===== config.mk =====
export PLATFORM = sky130hd
export DESIGN_NAME = histogram_rebin_poisson_error
export DESIGN_NICKNAME = d
export VERILOG_FILES = /design/src/design/hrpe_pkg.sv /design/src/design/hrpe_front.sv /design/src/design/hrpe_queue.sv /design/src/design/hrpe_back.sv /design/src/design/histogram_rebin_poisson_error.sv
export SDC_FILE = /design/constraint.sdc
export NUM_CORES = 1
export LEC_CHECK = 0
export ABC_AREA = 1
export ABC_CLOCK_PERIOD_IN_PS = 12500
export BUFFER_PORTS_ARGS = -buffer_cell sky130_fd_sc_hd__clkbuf_2
export CAP_MARGIN = 20
export CORE_AREA = 2 2 285 287
export CTS_CLUSTER_DIAMETER = 30
export DETAILED_ROUTE_END_ITERATION = 8
export DIE_AREA = 0 0 287 289
export PLACE_DENSITY = 0.69
export SLEW_MARGIN = 20
export SYNTH_ARGS = -nofsm -noshare
export SYNTH_HDL_FRONTEND = slang
export SYNTH_SLANG_ARGS = --single-unit
export TNS_END_PERCENT = 100

===== constraint.sdc =====
create_clock -name clk -period 12.5 [get_ports clk]
set_input_delay 3.125 -clock clk [delete_from_list [all_inputs] [get_ports clk]]
set_output_delay 3.125 -clock clk [all_outputs]
set_load 0.005 [all_outputs]

===== src/design/hrpe_pkg.sv =====
`timescale 1ns / 1ps
// ============================================================================
// hrpe_pkg
// Shared types and constants for the histogram rebinning block.
// ============================================================================
package hrpe_pkg;

    localparam int SUM_W   = 42;
    localparam int PACK_W  = 11;
    localparam int FILL_W  = 10;
    localparam int IDX_W   = 20;
    localparam int CNT_W   = 21;
    localparam int MEAN_W  = 40;
    localparam int ERR_W   = 25;
    localparam int DVD_W   = SUM_W + 8;
    localparam int ROOT_W  = 24;
    localparam int RAD_W   = MEAN_W + 8;
    localparam int QDEPTH  = 4;
    localparam int QPTR_W  = 2;

    localparam logic [PACK_W-1:0] MAX_PACKING = PACK_W'(1024);
    localparam logic [ERR_W-1:0]  ERR_ONE     = ERR_W'(256);

    typedef enum logic [1:0] {
        REG_PACKING   = 2'd0,
        REG_FIT_FIRST = 2'd1,
        REG_FIT_LAST  = 2'd2
    } reg_idx_t;

    // one finished group on its way to the back end
    typedef struct packed {
        logic [SUM_W-1:0]  sum;
        logic [PACK_W-1:0] pack;
        logic [IDX_W-1:0]  idx;
        logic              inwin;
        logic [CNT_W-1:0]  cnt;
    } job_t;

endpackage


===== src/design/hrpe_front.sv =====
`timescale 1ns / 1ps
// ============================================================================
// hrpe_front
// Accumulate raw bins into groups and hand each finished group to the queue.
// ============================================================================
module hrpe_front (
    input  logic                        clk,
    input  logic                        rst_n,
    input  logic                        push,
    output logic                        full,
    input  logic [31:0]                 raw_count,
    input  logic                        first_of_run,
    input  logic                        last_of_run,
    input  logic [hrpe_pkg::PACK_W-1:0] packing,
    input  logic [hrpe_pkg::IDX_W-1:0]  fit_first_bin,
    input  logic [hrpe_pkg::IDX_W-1:0]  fit_last_bin,
    input  logic                        q_full,
    output logic                        q_push,
    output hrpe_pkg::job_t              q_data
);
    import hrpe_pkg::*;

    logic [SUM_W-1:0]  sum_reg, sum_next;
    logic [FILL_W-1:0] fill_reg, fill_next;
    logic [IDX_W-1:0]  idx_reg, idx_next;
    logic [CNT_W-1:0]  cnt_reg, cnt_next;
    logic              active_reg, active_next;
    logic [PACK_W-1:0] eff_pack;
    logic              accept;
    logic              inwin;

    assign full   = q_full;
    assign accept = push && !q_full;
    assign inwin  = (idx_reg >= fit_first_bin) && (idx_reg <= fit_last_bin);

    always_comb
    begin
        eff_pack = packing;
        if (packing == '0)
            eff_pack = PACK_W'(1);
        else if (packing > MAX_PACKING)
            eff_pack = MAX_PACKING;
    end

    always_comb
    begin
        sum_next    = sum_reg;
        fill_next   = fill_reg;
        idx_next    = idx_reg;
        cnt_next    = cnt_reg;
        active_next = active_reg;
        q_push      = 1'b0;
        q_data.sum   = sum_reg;
        q_data.pack  = eff_pack;
        q_data.idx   = idx_reg;
        q_data.inwin = inwin;
        q_data.cnt   = cnt_reg;
        if (inwin && cnt_reg != '1)
            q_data.cnt = cnt_reg + CNT_W'(1);
        if (accept)
        begin
            if (first_of_run)
            begin
                sum_next    = SUM_W'(raw_count);
                fill_next   = '0;
                idx_next    = '0;
                cnt_next    = '0;
                active_next = 1'b1;
            end
            else if (active_reg)
            begin
                if ({1'b0, fill_reg} + PACK_W'(1) >= eff_pack)
                begin
                    // close the group and start the next one with this bin
                    q_push    = 1'b1;
                    cnt_next  = q_data.cnt;
                    idx_next  = idx_reg + IDX_W'(1);
                    sum_next  = SUM_W'(raw_count);
                    fill_next = '0;
                end
                else
                begin
                    sum_next  = sum_reg + SUM_W'(raw_count);
                    fill_next = fill_reg + FILL_W'(1);
                end
            end
            if (last_of_run && (first_of_run || active_reg))
                active_next = 1'b0;
        end
    end

    always_ff @(posedge clk or negedge rst_n)
    begin
        if (!rst_n)
        begin
            sum_reg    <= '0;
            fill_reg   <= '0;
            idx_reg    <= '0;
            cnt_reg    <= '0;
            active_reg <= 1'b0;
        end
        else
        begin
            sum_reg    <= sum_next;
            fill_reg   <= fill_next;
            idx_reg    <= idx_next;
            cnt_reg    <= cnt_next;
            active_reg <= active_next;
        end
    end

endmodule


===== src/design/hrpe_queue.sv =====
`timescale 1ns / 1ps
// ============================================================================
// hrpe_queue
// Small register queue of finished groups between front and back end.
// ============================================================================
module hrpe_queue (
    input  logic           clk,
    input  logic           rst_n,
    input  logic           wr,
    input  hrpe_pkg::job_t wdata,
    output logic           q_full,
    input  logic           rd,
    output logic           q_valid,
    output hrpe_pkg::job_t rdata
);
    import hrpe_pkg::*;

    job_t              mem_reg [QDEPTH];
    logic [QPTR_W-1:0] wp_reg, rp_reg;
    logic [QPTR_W:0]   cnt_reg;

    assign q_full  = (cnt_reg == (QPTR_W+1)'(QDEPTH));
    assign q_valid = (cnt_reg != '0);
    assign rdata   = mem_reg[rp_reg];

    always_ff @(posedge clk)
    begin
        if (wr)
            mem_reg[wp_reg] <= wdata;
    end

    always_ff @(posedge clk or negedge rst_n)
    begin
        if (!rst_n)
        begin
            wp_reg  <= '0;
            rp_reg  <= '0;
            cnt_reg <= '0;
        end
        else
        begin
            if (wr)
                wp_reg <= wp_reg + QPTR_W'(1);
            if (rd)
                rp_reg <= rp_reg + QPTR_W'(1);
            if (wr && !rd)
                cnt_reg <= cnt_reg + (QPTR_W+1)'(1);
            else if (rd && !wr)
                cnt_reg <= cnt_reg - (QPTR_W+1)'(1);
        end
    end

endmodule


===== src/design/hrpe_back.sv =====
`timescale 1ns / 1ps
// ============================================================================
// hrpe_back
// Divide the group sum by the packing, take the square root, register result.
// ============================================================================
module hrpe_back (
    input  logic                        clk,
    input  logic                        rst_n,
    input  logic                        q_valid,
    input  hrpe_pkg::job_t              q_data,
    output logic                        q_pop,
    output logic                        empty,
    input  logic                        pop,
    output logic [hrpe_pkg::MEAN_W-1:0] mean_value,
    output logic [hrpe_pkg::ERR_W-1:0]  error_value,
    output logic [hrpe_pkg::IDX_W-1:0]  bin_index,
    output logic                        in_window,
    output logic [20:0]                 fit_bin_count
);
    import hrpe_pkg::*;

    typedef enum logic [3:0] {
        ST_IDLE = 4'b0001,
        ST_DIV  = 4'b0010,
        ST_SQRT = 4'b0100,
        ST_DONE = 4'b1000
    } state_t;

    state_t            state_reg;
    job_t              job_reg;
    logic [DVD_W-1:0]  dvd_reg;
    logic [PACK_W-1:0] drem_reg;
    logic [MEAN_W-1:0] quo_reg;
    logic [RAD_W-1:0]  rad_reg;
    logic [26:0]       srem_reg;
    logic [ROOT_W-1:0] root_reg;
    logic [5:0]        step_reg;
    logic              ovalid_reg;

    logic [PACK_W:0]   dshift;
    logic              dge;
    logic [26:0]       sshift, strial;
    logic              sge;
    logic              out_free;

    assign dshift   = {drem_reg, dvd_reg[DVD_W-1]};
    assign dge      = dshift >= {1'b0, job_reg.pack};
    assign sshift   = {srem_reg[24:0], rad_reg[RAD_W-1 -: 2]};
    assign strial   = {1'b0, root_reg, 2'b01};
    assign sge      = sshift >= strial;
    assign out_free = !ovalid_reg || pop;
    assign q_pop    = (state_reg == ST_IDLE) && q_valid;
    assign empty    = !ovalid_reg;

    always_ff @(posedge clk or negedge rst_n)
    begin
        if (!rst_n)
        begin
            state_reg  <= ST_IDLE;
            ovalid_reg <= 1'b0;
            step_reg   <= '0;
        end
        else
        begin
            // load a new result, else drop the one just popped
            if ((state_reg == ST_DONE) && out_free)
                ovalid_reg <= 1'b1;
            else if (pop && ovalid_reg)
                ovalid_reg <= 1'b0;
            unique case (state_reg)
                ST_IDLE:
                begin
                    if (q_valid)
                    begin
                        state_reg <= ST_DIV;
                        step_reg  <= 6'(DVD_W - 1);
                    end
                end
                ST_DIV:
                begin
                    if (step_reg == '0)
                    begin
                        state_reg <= ST_SQRT;
                        step_reg  <= 6'(ROOT_W - 1);
                    end
                    else
                        step_reg <= step_reg - 6'd1;
                end
                ST_SQRT:
                begin
                    if (step_reg == '0)
                        state_reg <= ST_DONE;
                    else
                        step_reg <= step_reg - 6'd1;
                end
                ST_DONE:
                begin
                    if (out_free)
                        state_reg <= ST_IDLE;
                end
                default: state_reg <= ST_IDLE;
            endcase
        end
    end

    // datapath: restoring divide one quotient bit a cycle, then root one digit a cycle
    always_ff @(posedge clk)
    begin
        case (state_reg)
            ST_IDLE:
            begin
                job_reg  <= q_data;
                dvd_reg  <= {q_data.sum, 8'd0};
                drem_reg <= '0;
            end
            ST_DIV:
            begin
                dvd_reg  <= {dvd_reg[DVD_W-2:0], 1'b0};
                drem_reg <= dge ? PACK_W'(dshift - {1'b0, job_reg.pack}) : PACK_W'(dshift);
                quo_reg  <= {quo_reg[MEAN_W-2:0], dge};
                if (step_reg == '0)
                begin
                    rad_reg  <= {quo_reg[MEAN_W-2:0], dge, 8'd0};
                    srem_reg <= '0;
                    root_reg <= '0;
                end
            end
            ST_SQRT:
            begin
                rad_reg  <= {rad_reg[RAD_W-3:0], 2'b00};
                srem_reg <= sge ? (sshift - strial) : sshift;
                root_reg <= {root_reg[ROOT_W-2:0], sge};
            end
            ST_DONE:
            begin
                if (out_free)
                begin
                    mean_value    <= quo_reg;
                    error_value   <= (quo_reg == '0) ? ERR_ONE : ERR_W'(root_reg);
                    bin_index     <= job_reg.idx;
                    in_window     <= job_reg.inwin;
                    fit_bin_count <= job_reg.cnt;
                end
            end
            default: ;
        endcase
    end

endmodule


===== src/design/histogram_rebin_poisson_error.sv =====
`timescale 1ns / 1ps
// ============================================================================
// histogram_rebin_poisson_error
// Rebin raw histogram counts into packed bins with mean and Poisson error.
// ============================================================================
//  channel   handshake            payload
//  input     push / full          raw_count, first_of_run, last_of_run
//  result    empty / pop          mean_value, error_value, bin_index,
//                                 in_window, fit_bin_count
//  config    psel/penable/pwrite  paddr, pwdata, prdata (APB-style)
//
//  The front takes one raw bin a cycle while the queue has room.
//  Each finished group passes through the back end in order: load, the bit-serial
//  divide by packing, the digit-serial square root, then hand-off; a four-deep
//  queue absorbs bursts between the two.
//  Reset is asynchronous, active low; no clearing pass is needed.
//  A held result stalls the back end; the front keeps accepting until the queue fills.
// ============================================================================
module histogram_rebin_poisson_error (
    input  logic                        clk,
    input  logic                        rst_n,
    input  logic                        push,
    output logic                        full,
    input  logic [31:0]                 raw_count,
    input  logic                        first_of_run,
    input  logic                        last_of_run,
    output logic                        empty,
    input  logic                        pop,
    output logic [hrpe_pkg::MEAN_W-1:0] mean_value,
    output logic [hrpe_pkg::ERR_W-1:0]  error_value,
    output logic [hrpe_pkg::IDX_W-1:0]  bin_index,
    output logic                        in_window,
    output logic [20:0]                 fit_bin_count,
    input  logic                        psel,
    input  logic                        penable,
    input  logic                        pwrite,
    input  logic [3:0]                  paddr,
    input  logic [31:0]                 pwdata,
    output logic [31:0]                 prdata,
    output logic                        pready
);
    import hrpe_pkg::*;

    logic [PACK_W-1:0] packing_reg;
    logic [IDX_W-1:0]  fit_first_reg;
    logic [IDX_W-1:0]  fit_last_reg;
    logic              cfg_wr;
    reg_idx_t          cfg_sel;

    logic q_push, q_full, q_valid, q_pop;
    job_t q_wdata, q_rdata;

    assign pready  = 1'b1;
    assign cfg_wr  = psel && penable && pwrite;
    assign cfg_sel = reg_idx_t'(paddr[3:2]);

    // config registers; a write beyond the list is dropped
    always_ff @(posedge clk or negedge rst_n)
    begin
        if (!rst_n)
        begin
            packing_reg   <= PACK_W'(1);
            fit_first_reg <= '0;
            fit_last_reg  <= '1;
        end
        else if (cfg_wr)
        begin
            unique case (cfg_sel)
                REG_PACKING:   packing_reg   <= pwdata[PACK_W-1:0];
                REG_FIT_FIRST: fit_first_reg <= pwdata[IDX_W-1:0];
                REG_FIT_LAST:  fit_last_reg  <= pwdata[IDX_W-1:0];
                default: ;
            endcase
        end
    end

    always_comb
    begin
        unique case (cfg_sel)
            REG_PACKING:   prdata = 32'(packing_reg);
            REG_FIT_FIRST: prdata = 32'(fit_first_reg);
            REG_FIT_LAST:  prdata = 32'(fit_last_reg);
            default:       prdata = '0;
        endcase
    end

    hrpe_front u_front (
        .clk           (clk),
        .rst_n         (rst_n),
        .push          (push),
        .full          (full),
        .raw_count     (raw_count),
        .first_of_run  (first_of_run),
        .last_of_run   (last_of_run),
        .packing       (packing_reg),
        .fit_first_bin (fit_first_reg),
        .fit_last_bin  (fit_last_reg),
        .q_full        (q_full),
        .q_push        (q_push),
        .q_data        (q_wdata)
    );

    hrpe_queue u_queue (
        .clk     (clk),
        .rst_n   (rst_n),
        .wr      (q_push),
        .wdata   (q_wdata),
        .q_full  (q_full),
        .rd      (q_pop),
        .q_valid (q_valid),
        .rdata   (q_rdata)
    );

    hrpe_back u_back (
        .clk           (clk),
        .rst_n         (rst_n),
        .q_valid       (q_valid),
        .q_data        (q_rdata),
        .q_pop         (q_pop),
        .empty         (empty),
        .pop           (pop),
        .mean_value    (mean_value),
        .error_value   (error_value),
        .bin_index     (bin_index),
        .in_window     (in_window),
        .fit_bin_count (fit_bin_count)
    );

    // never write a request into a full queue
    a_no_overflow: assert property (@(posedge clk) disable iff (!rst_n)
        !(q_push && q_full)) else $error("queue overflow");

    // zero mean reports unit error
    a_zero_err: assert property (@(posedge clk) disable iff (!rst_n)
        (!empty && mean_value == '0) |-> (error_value == ERR_ONE))
        else $error("zero mean without unit error");

    // an in-window request has been counted
    a_win_cnt: assert property (@(posedge clk) disable iff (!rst_n)
        (!empty && in_window) |-> (fit_bin_count != '0))
        else $error("in-window request with zero count");

endmodule

* Word-level counts from Yosys, hierarchy flattened
Memory sizes are Yosys's and may differ from the RTL's.
Index checks and enable logic that the tools add are counted.
** Storage, ports and cells
- Input port bits :: 77
- Logic and storage cells :: 149
- Bits in registers :: 521
- Output and inout bits :: 142
- Memory bits (writable) :: 380
- Memories :: 1
** Operators by class
- Multiplexer cells :: 47
- Magnitude comparators :: 6
- $add $sub $neg :: 12
- Reductions and logical operators :: 40
- Eq/ne operators :: 13
** Memories
- u_queue.mem_reg :: words 4, bits a word 95, read ports 1, clocked after memory_dff 0, write ports 1, RTL line hrpe_queue.sv:18 : job_t mem_reg [QDEPTH];
** Operators with widths (count)
- 2-to-1 mux 42 bit :: 3
- case mux 50 bit (2 select lines) :: 1
- case mux 48 bit (2 select lines) :: 1
- 2-to-1 mux 21 bit :: 4
- 2-to-1 mux 20 bit :: 3
- case mux 20 bit (3 select lines) :: 1
- 2-to-1 mux 25 bit :: 2
- case mux 25 bit (2 select lines) :: 1
- 2-to-1 mux 48 bit :: 1
- case mux 24 bit (2 select lines) :: 1
- adder 42 x 32 -> 42 bit :: 1
- logical NOT 40 bit :: 1
- 2-to-1 mux 11 bit :: 3
- 2-to-1 mux 10 bit :: 3
- >= comparator 27 x 26 -> 1 bit :: 1
- subtractor 25 bit :: 1
- 2-to-1 mux 24 bit :: 1
- case mux 11 bit (2 select lines) :: 1
- adder 21 x 1 -> 21 bit (second input constant) :: 1
- != test 21 bit (second input constant) :: 1
- adder 20 x 1 -> 20 bit (second input constant) :: 1
- >= comparator 20 bit :: 1
- <= comparator 20 bit :: 1
- 2-to-1 mux 6 bit :: 3
- 35 further kinds :: 80

* Longest topological paths before layout
- Depth in word-level cells :: 12
- Gate-level depth with buffers :: 23
- Gate-level depth less buffers :: 22

* By module
A second synthesis with hierarchy kept.
** Unflattened totals
- Cell total of the unflattened synthesis :: 4499
- Area, all modules :: 43379.1 um^2
** By module, submodules not included
- hrpe_queue :: times used 1, area each 15730.1 um^2, seq. area each 11586.1 um^2, cells each 1158
- hrpe_back :: times used 1, area each 15509.9 um^2, seq. area each 10516.3 um^2, cells each 1441
- hrpe_front :: times used 1, area each 9641.7 um^2, seq. area each 2352.3 um^2, cells each 1577
- histogram_rebin_poisson_error :: times used 1, area each 2497.4 um^2, seq. area each 1302.5 um^2, cells each 323

* Worst setup path before layout
OpenSTA, ideal clock, no wires.
- Kind :: input-to-reg
- Start :: in push
- End :: mem u_queue.mem_reg[0][0] (netlist name) (enable)
- Stages on the path :: 9
- Data arrival time :: 7.831 ns
- Data required time :: 11.951 ns
- Slack :: 4.120 ns
- Library setup time :: 0.549 ns
- Path buffers :: 1
- Cell sequence :: inv_1 > nor2_2 > inv_1 > nor2_1 > inv_1 > nor2_1 > nand2_1 > buf_2 > nor2_1
** Between the ends
- Word-level cells in the longest chain between the ends :: 4
** Ends and longest elaborated chain
- start, declared :: RTL line histogram_rebin_poisson_error.sv:22 : input logic push,
- logical AND 1 bit :: RTL line hrpe_front.sv:33 : assign accept = push && !q_full;
- 2-to-1 mux 1 bit :: RTL line hrpe_front.sv:60 : if (accept)
- 2-to-1 mux 1 bit :: RTL line hrpe_queue.sv:28 : if (wr)
- 2-to-1 mux 1 bit (implied by the code) :: RTL line hrpe_queue.sv:29 : mem_reg[wp_reg] <= wdata;
- end, declared :: RTL line hrpe_queue.sv:18
No other way between the ends.

* Final worst setup path
- Start :: in paddr[3]
- End :: out prdata[2]
** Between the ends
- Word-level cells in the longest chain between the ends :: 2
- Elaborated cells on any way between the ends :: 4
- Those cells by class :: eq/ne (2); mux (1); reduce/logical (1)
** Ends and longest elaborated chain
- start, declared :: RTL line histogram_rebin_poisson_error.sv:37 : input logic [3:0] paddr,
- == test 2 bit (tied with other cells) :: RTL line histogram_rebin_poisson_error.sv:79 : unique case (cfg_sel)
- case mux 20 bit (3 select lines) (*) :: RTL line histogram_rebin_poisson_error.sv:79
- end, declared :: RTL line histogram_rebin_poisson_error.sv:39 : output logic [31:0] prdata,
Every way passes the cells marked *; elsewhere a longest branch is shown, timed or not.

==> flow_summary.ini <==
[status]
status = finished, final reports clean

[timing]
fmax_ghz = 0.1259
finalSetupTns_ps = 0
finClkSkew_ps = 39.76
rsz0062_at_grt = no
relSlewSlack_pct = 28.81
maxSlewViolCount = 0
period_minus_slack_ps = 7942
hold_viol = 0
finalCritPeriodShare_pct = 63.54
worst_pin_slew_ps = 1068
setup_viol = 0
timing.hold.ws_ps = 410.6

[global_routing]
grtUsageTotal_pct = 22.44
grt_max_degree = 117
grt_first_pass_wirelength_um = 148300
antenna_found_initial = 0
overflow = 0
grt_pass1_vias = 28530

[die]
initial_utilization_pct = 51.62
die_x_um = 287
core.rowCount = 104
io_pins = 219
die_area_um2 = 82940
core_um2 = 79900
die_h_um = 289

[clock_network]
cts_setup_buffers = 0
cts_tree = done
clock_latency_ps = 730
hold_buffers = 0
cts.clk_slew.worst_paths_ps = 50
clkSinkCount = 884
clockBufferDepth = 3
cts_made_buffers = 157
ctsResizeCount = 0
htreeDepth = 4
cts-root-buf = clkbuf_16

[yosys]
synth_flop_cell = edfxtp_1
synth_edf_count = 721
synth_warnings = 0
synth_top_area_share_pct = 52.49
synth_area_um2 = 41240
ys_async_sr_fraction_pct = 18.44
synth_area_leaders = edfxtp_1 52%, dfrtp_1 8.6%, nand2_1 7.7%
synth_cells = 4117
synth.avg_cell_area_um2 = 10.02
synth.distinct_cells = 52
yosysMostFrequentCell = nand2_1
ys_seq_elements = 884
synth_area_leader_cell = edfxtp_1
ys_seq_area_share_pct = 62.45
synth_common_cells = 841 x nand2_1, 721 x edfxtp_1, 673 x nor2_1

[critical_path]
crit_path_start_kind = primary input
arrival_ps = 4820
cp_top_family = buffers and inverters
worst-path-buf-inv = 4
path_max_fanout = 19
max_stage_delay_ps = 590
critPathKind = primary input to primary output
cp.required_ps = 9380
crit_chain = clkbuf_2 -> inv_1 -> nor2_1 -> clkinv_1 -> o221ai_1 -> clkbuf_2
cpMostUsedCell = clkbuf_2
critical-path-slowest-cell = clkinv_1
worst_setup_path_end_kind = primary output

[place]
finalWeightedCongestion = 0.9256
dpl.hpwl_um = 58340
io_buffers = 190

[pwr]
ir_drop_mv = 0.1819
total_power_mw = 11.33
pwr_density_cell_nw_per_um2 = 232.2
p_leak_nw = 20.34

[finish]
diodes = 0
largest_reg_flops = 380
drive_above_1_share_pct = 12.52
final_nets = 4564
syn_to_final_growth_pct = 18.30

[route]
wire_per_inst_um = 16.68
first_pass_iters = 6
vias_per_cell = 5.287
final_antenna_net_count = 0
drt_iter0_markers = 2367
vias = 29340
wl_um = 92550
drc = 0

[run]
max-cap-violations = 0

[worst_hold_path]
hold_path_class = register to register
[layout by cell type (no fill, tap or decap), drive strengths merged, types with 4 or more instances in the layout]
cell type  Yosys  final
nand3        137    137
a21boi         4      4
xor2          58     58
xnor2         20     20
clkinv         3     53
clkbuf        90    371
ha           130    130
edfxtp       721    721
nor4           6      6
bufinv         0     22
nor3          30     30
dfrtp        141    141
clkinvlp       0      8
a31oi         44     44
o21ai        360    360
nor2         676    676
a21oi        113    113
and2          22     22
nand3b         4      4
dfstp         22     22
nand4         64     64
nand2        844    844
conb           2     14
o22ai         75     75
o21bai        12     12
inv          445    477
o221ai        10     10
a21o           5      5
buf           63     30
[area by class of cell]
| class | instances | area (um^2) |
|---|---|---|
| inverters | 448 | 1687 |
| fillers | 6464 | 31110 |
| clock inverters | 112 | 1416 |
| well taps | 1060 | 1326 |
| flip-flops and latches | 884 | 25760 |
| clock buffers | 182 | 4179 |
| repair buffers | 219 | 1195 |
| multi-input cells | 2644 | 13220 |
[metrics by stage]
step                std cells  utilization, %  cell area, um^2  worst slack [ps]
floorplan                4129               -            41290              4120
global placement         5253           54.01            43160              4674
detailed placement       5254           54.04            43170              4573
CTS                      5548           61.04            48770              4570
global route             5549           61.07            48790              4437
finish                   5549           61.07            48790              4558
[power breakdown]
group | internal, mW | switching, mW
registers | 3.90 | 0.342
clock network | 2.90 | 1.52
logic | 0.845 | 1.83
total | 7.64 | 3.69
[routing by layer]
metal | track usage [%] | share of wire, % | up-vias
met4 | 7.148 | 2.0 | 0
met3 | 3.551 | 5.9 | 136
met5 | 0 | 0 | -
met2 | 36.56 | 47 | 865
li1 | - | - | 14410
met1 | 31.05 | 45 | 13930
[final timing paths]
kind,endpoint,slack (ps),startpoint,depth (start not counted)
worst min register to register,u_back.fit_bin_count[3]$_DFFE_PP_,410,u_back.job_reg[3]$_DFFE_PP_,0
worst max register to register,u_queue.mem_reg[0][82]$_DFFE_PP_,7520,packing_reg[9]$_DFFE_PN0P_,15
worst min-delay path,u_back.fit_bin_count[3]$_DFFE_PP_,410,u_back.job_reg[3]$_DFFE_PP_,0
max in group asynchronous,u_queue.rp_reg[0]$_DFFE_PN0P_,8990,rst_n,2
worst max-delay path,prdata[2],4560,paddr[3],6
min in group asynchronous,u_front.sum_reg[20]$_DFFE_PN0P_,2290,rst_n,1
[kinds of logic after synthesis]
logic type      count (synthesis)  synth area share, %
simple gates                 1791                17.70
flops                         884                62.45
compound gates                628                8.288
buf+inv                       601                5.797
fa+ha+maj                     133                4.089
xor+xnor                       78                1.656
other cells                     2              0.01821
[worst reg2reg max path: cells and delay by family, from the launching register on]
family | cells | cell delay [ps]
adders and majority gates | 1 | 310
and+or+nand+nor | 10 | 2380
buffers and inverters | 4 | 1420
DFF | 1 | 400
Note: power is estimated with default switching activity, not from simulation.
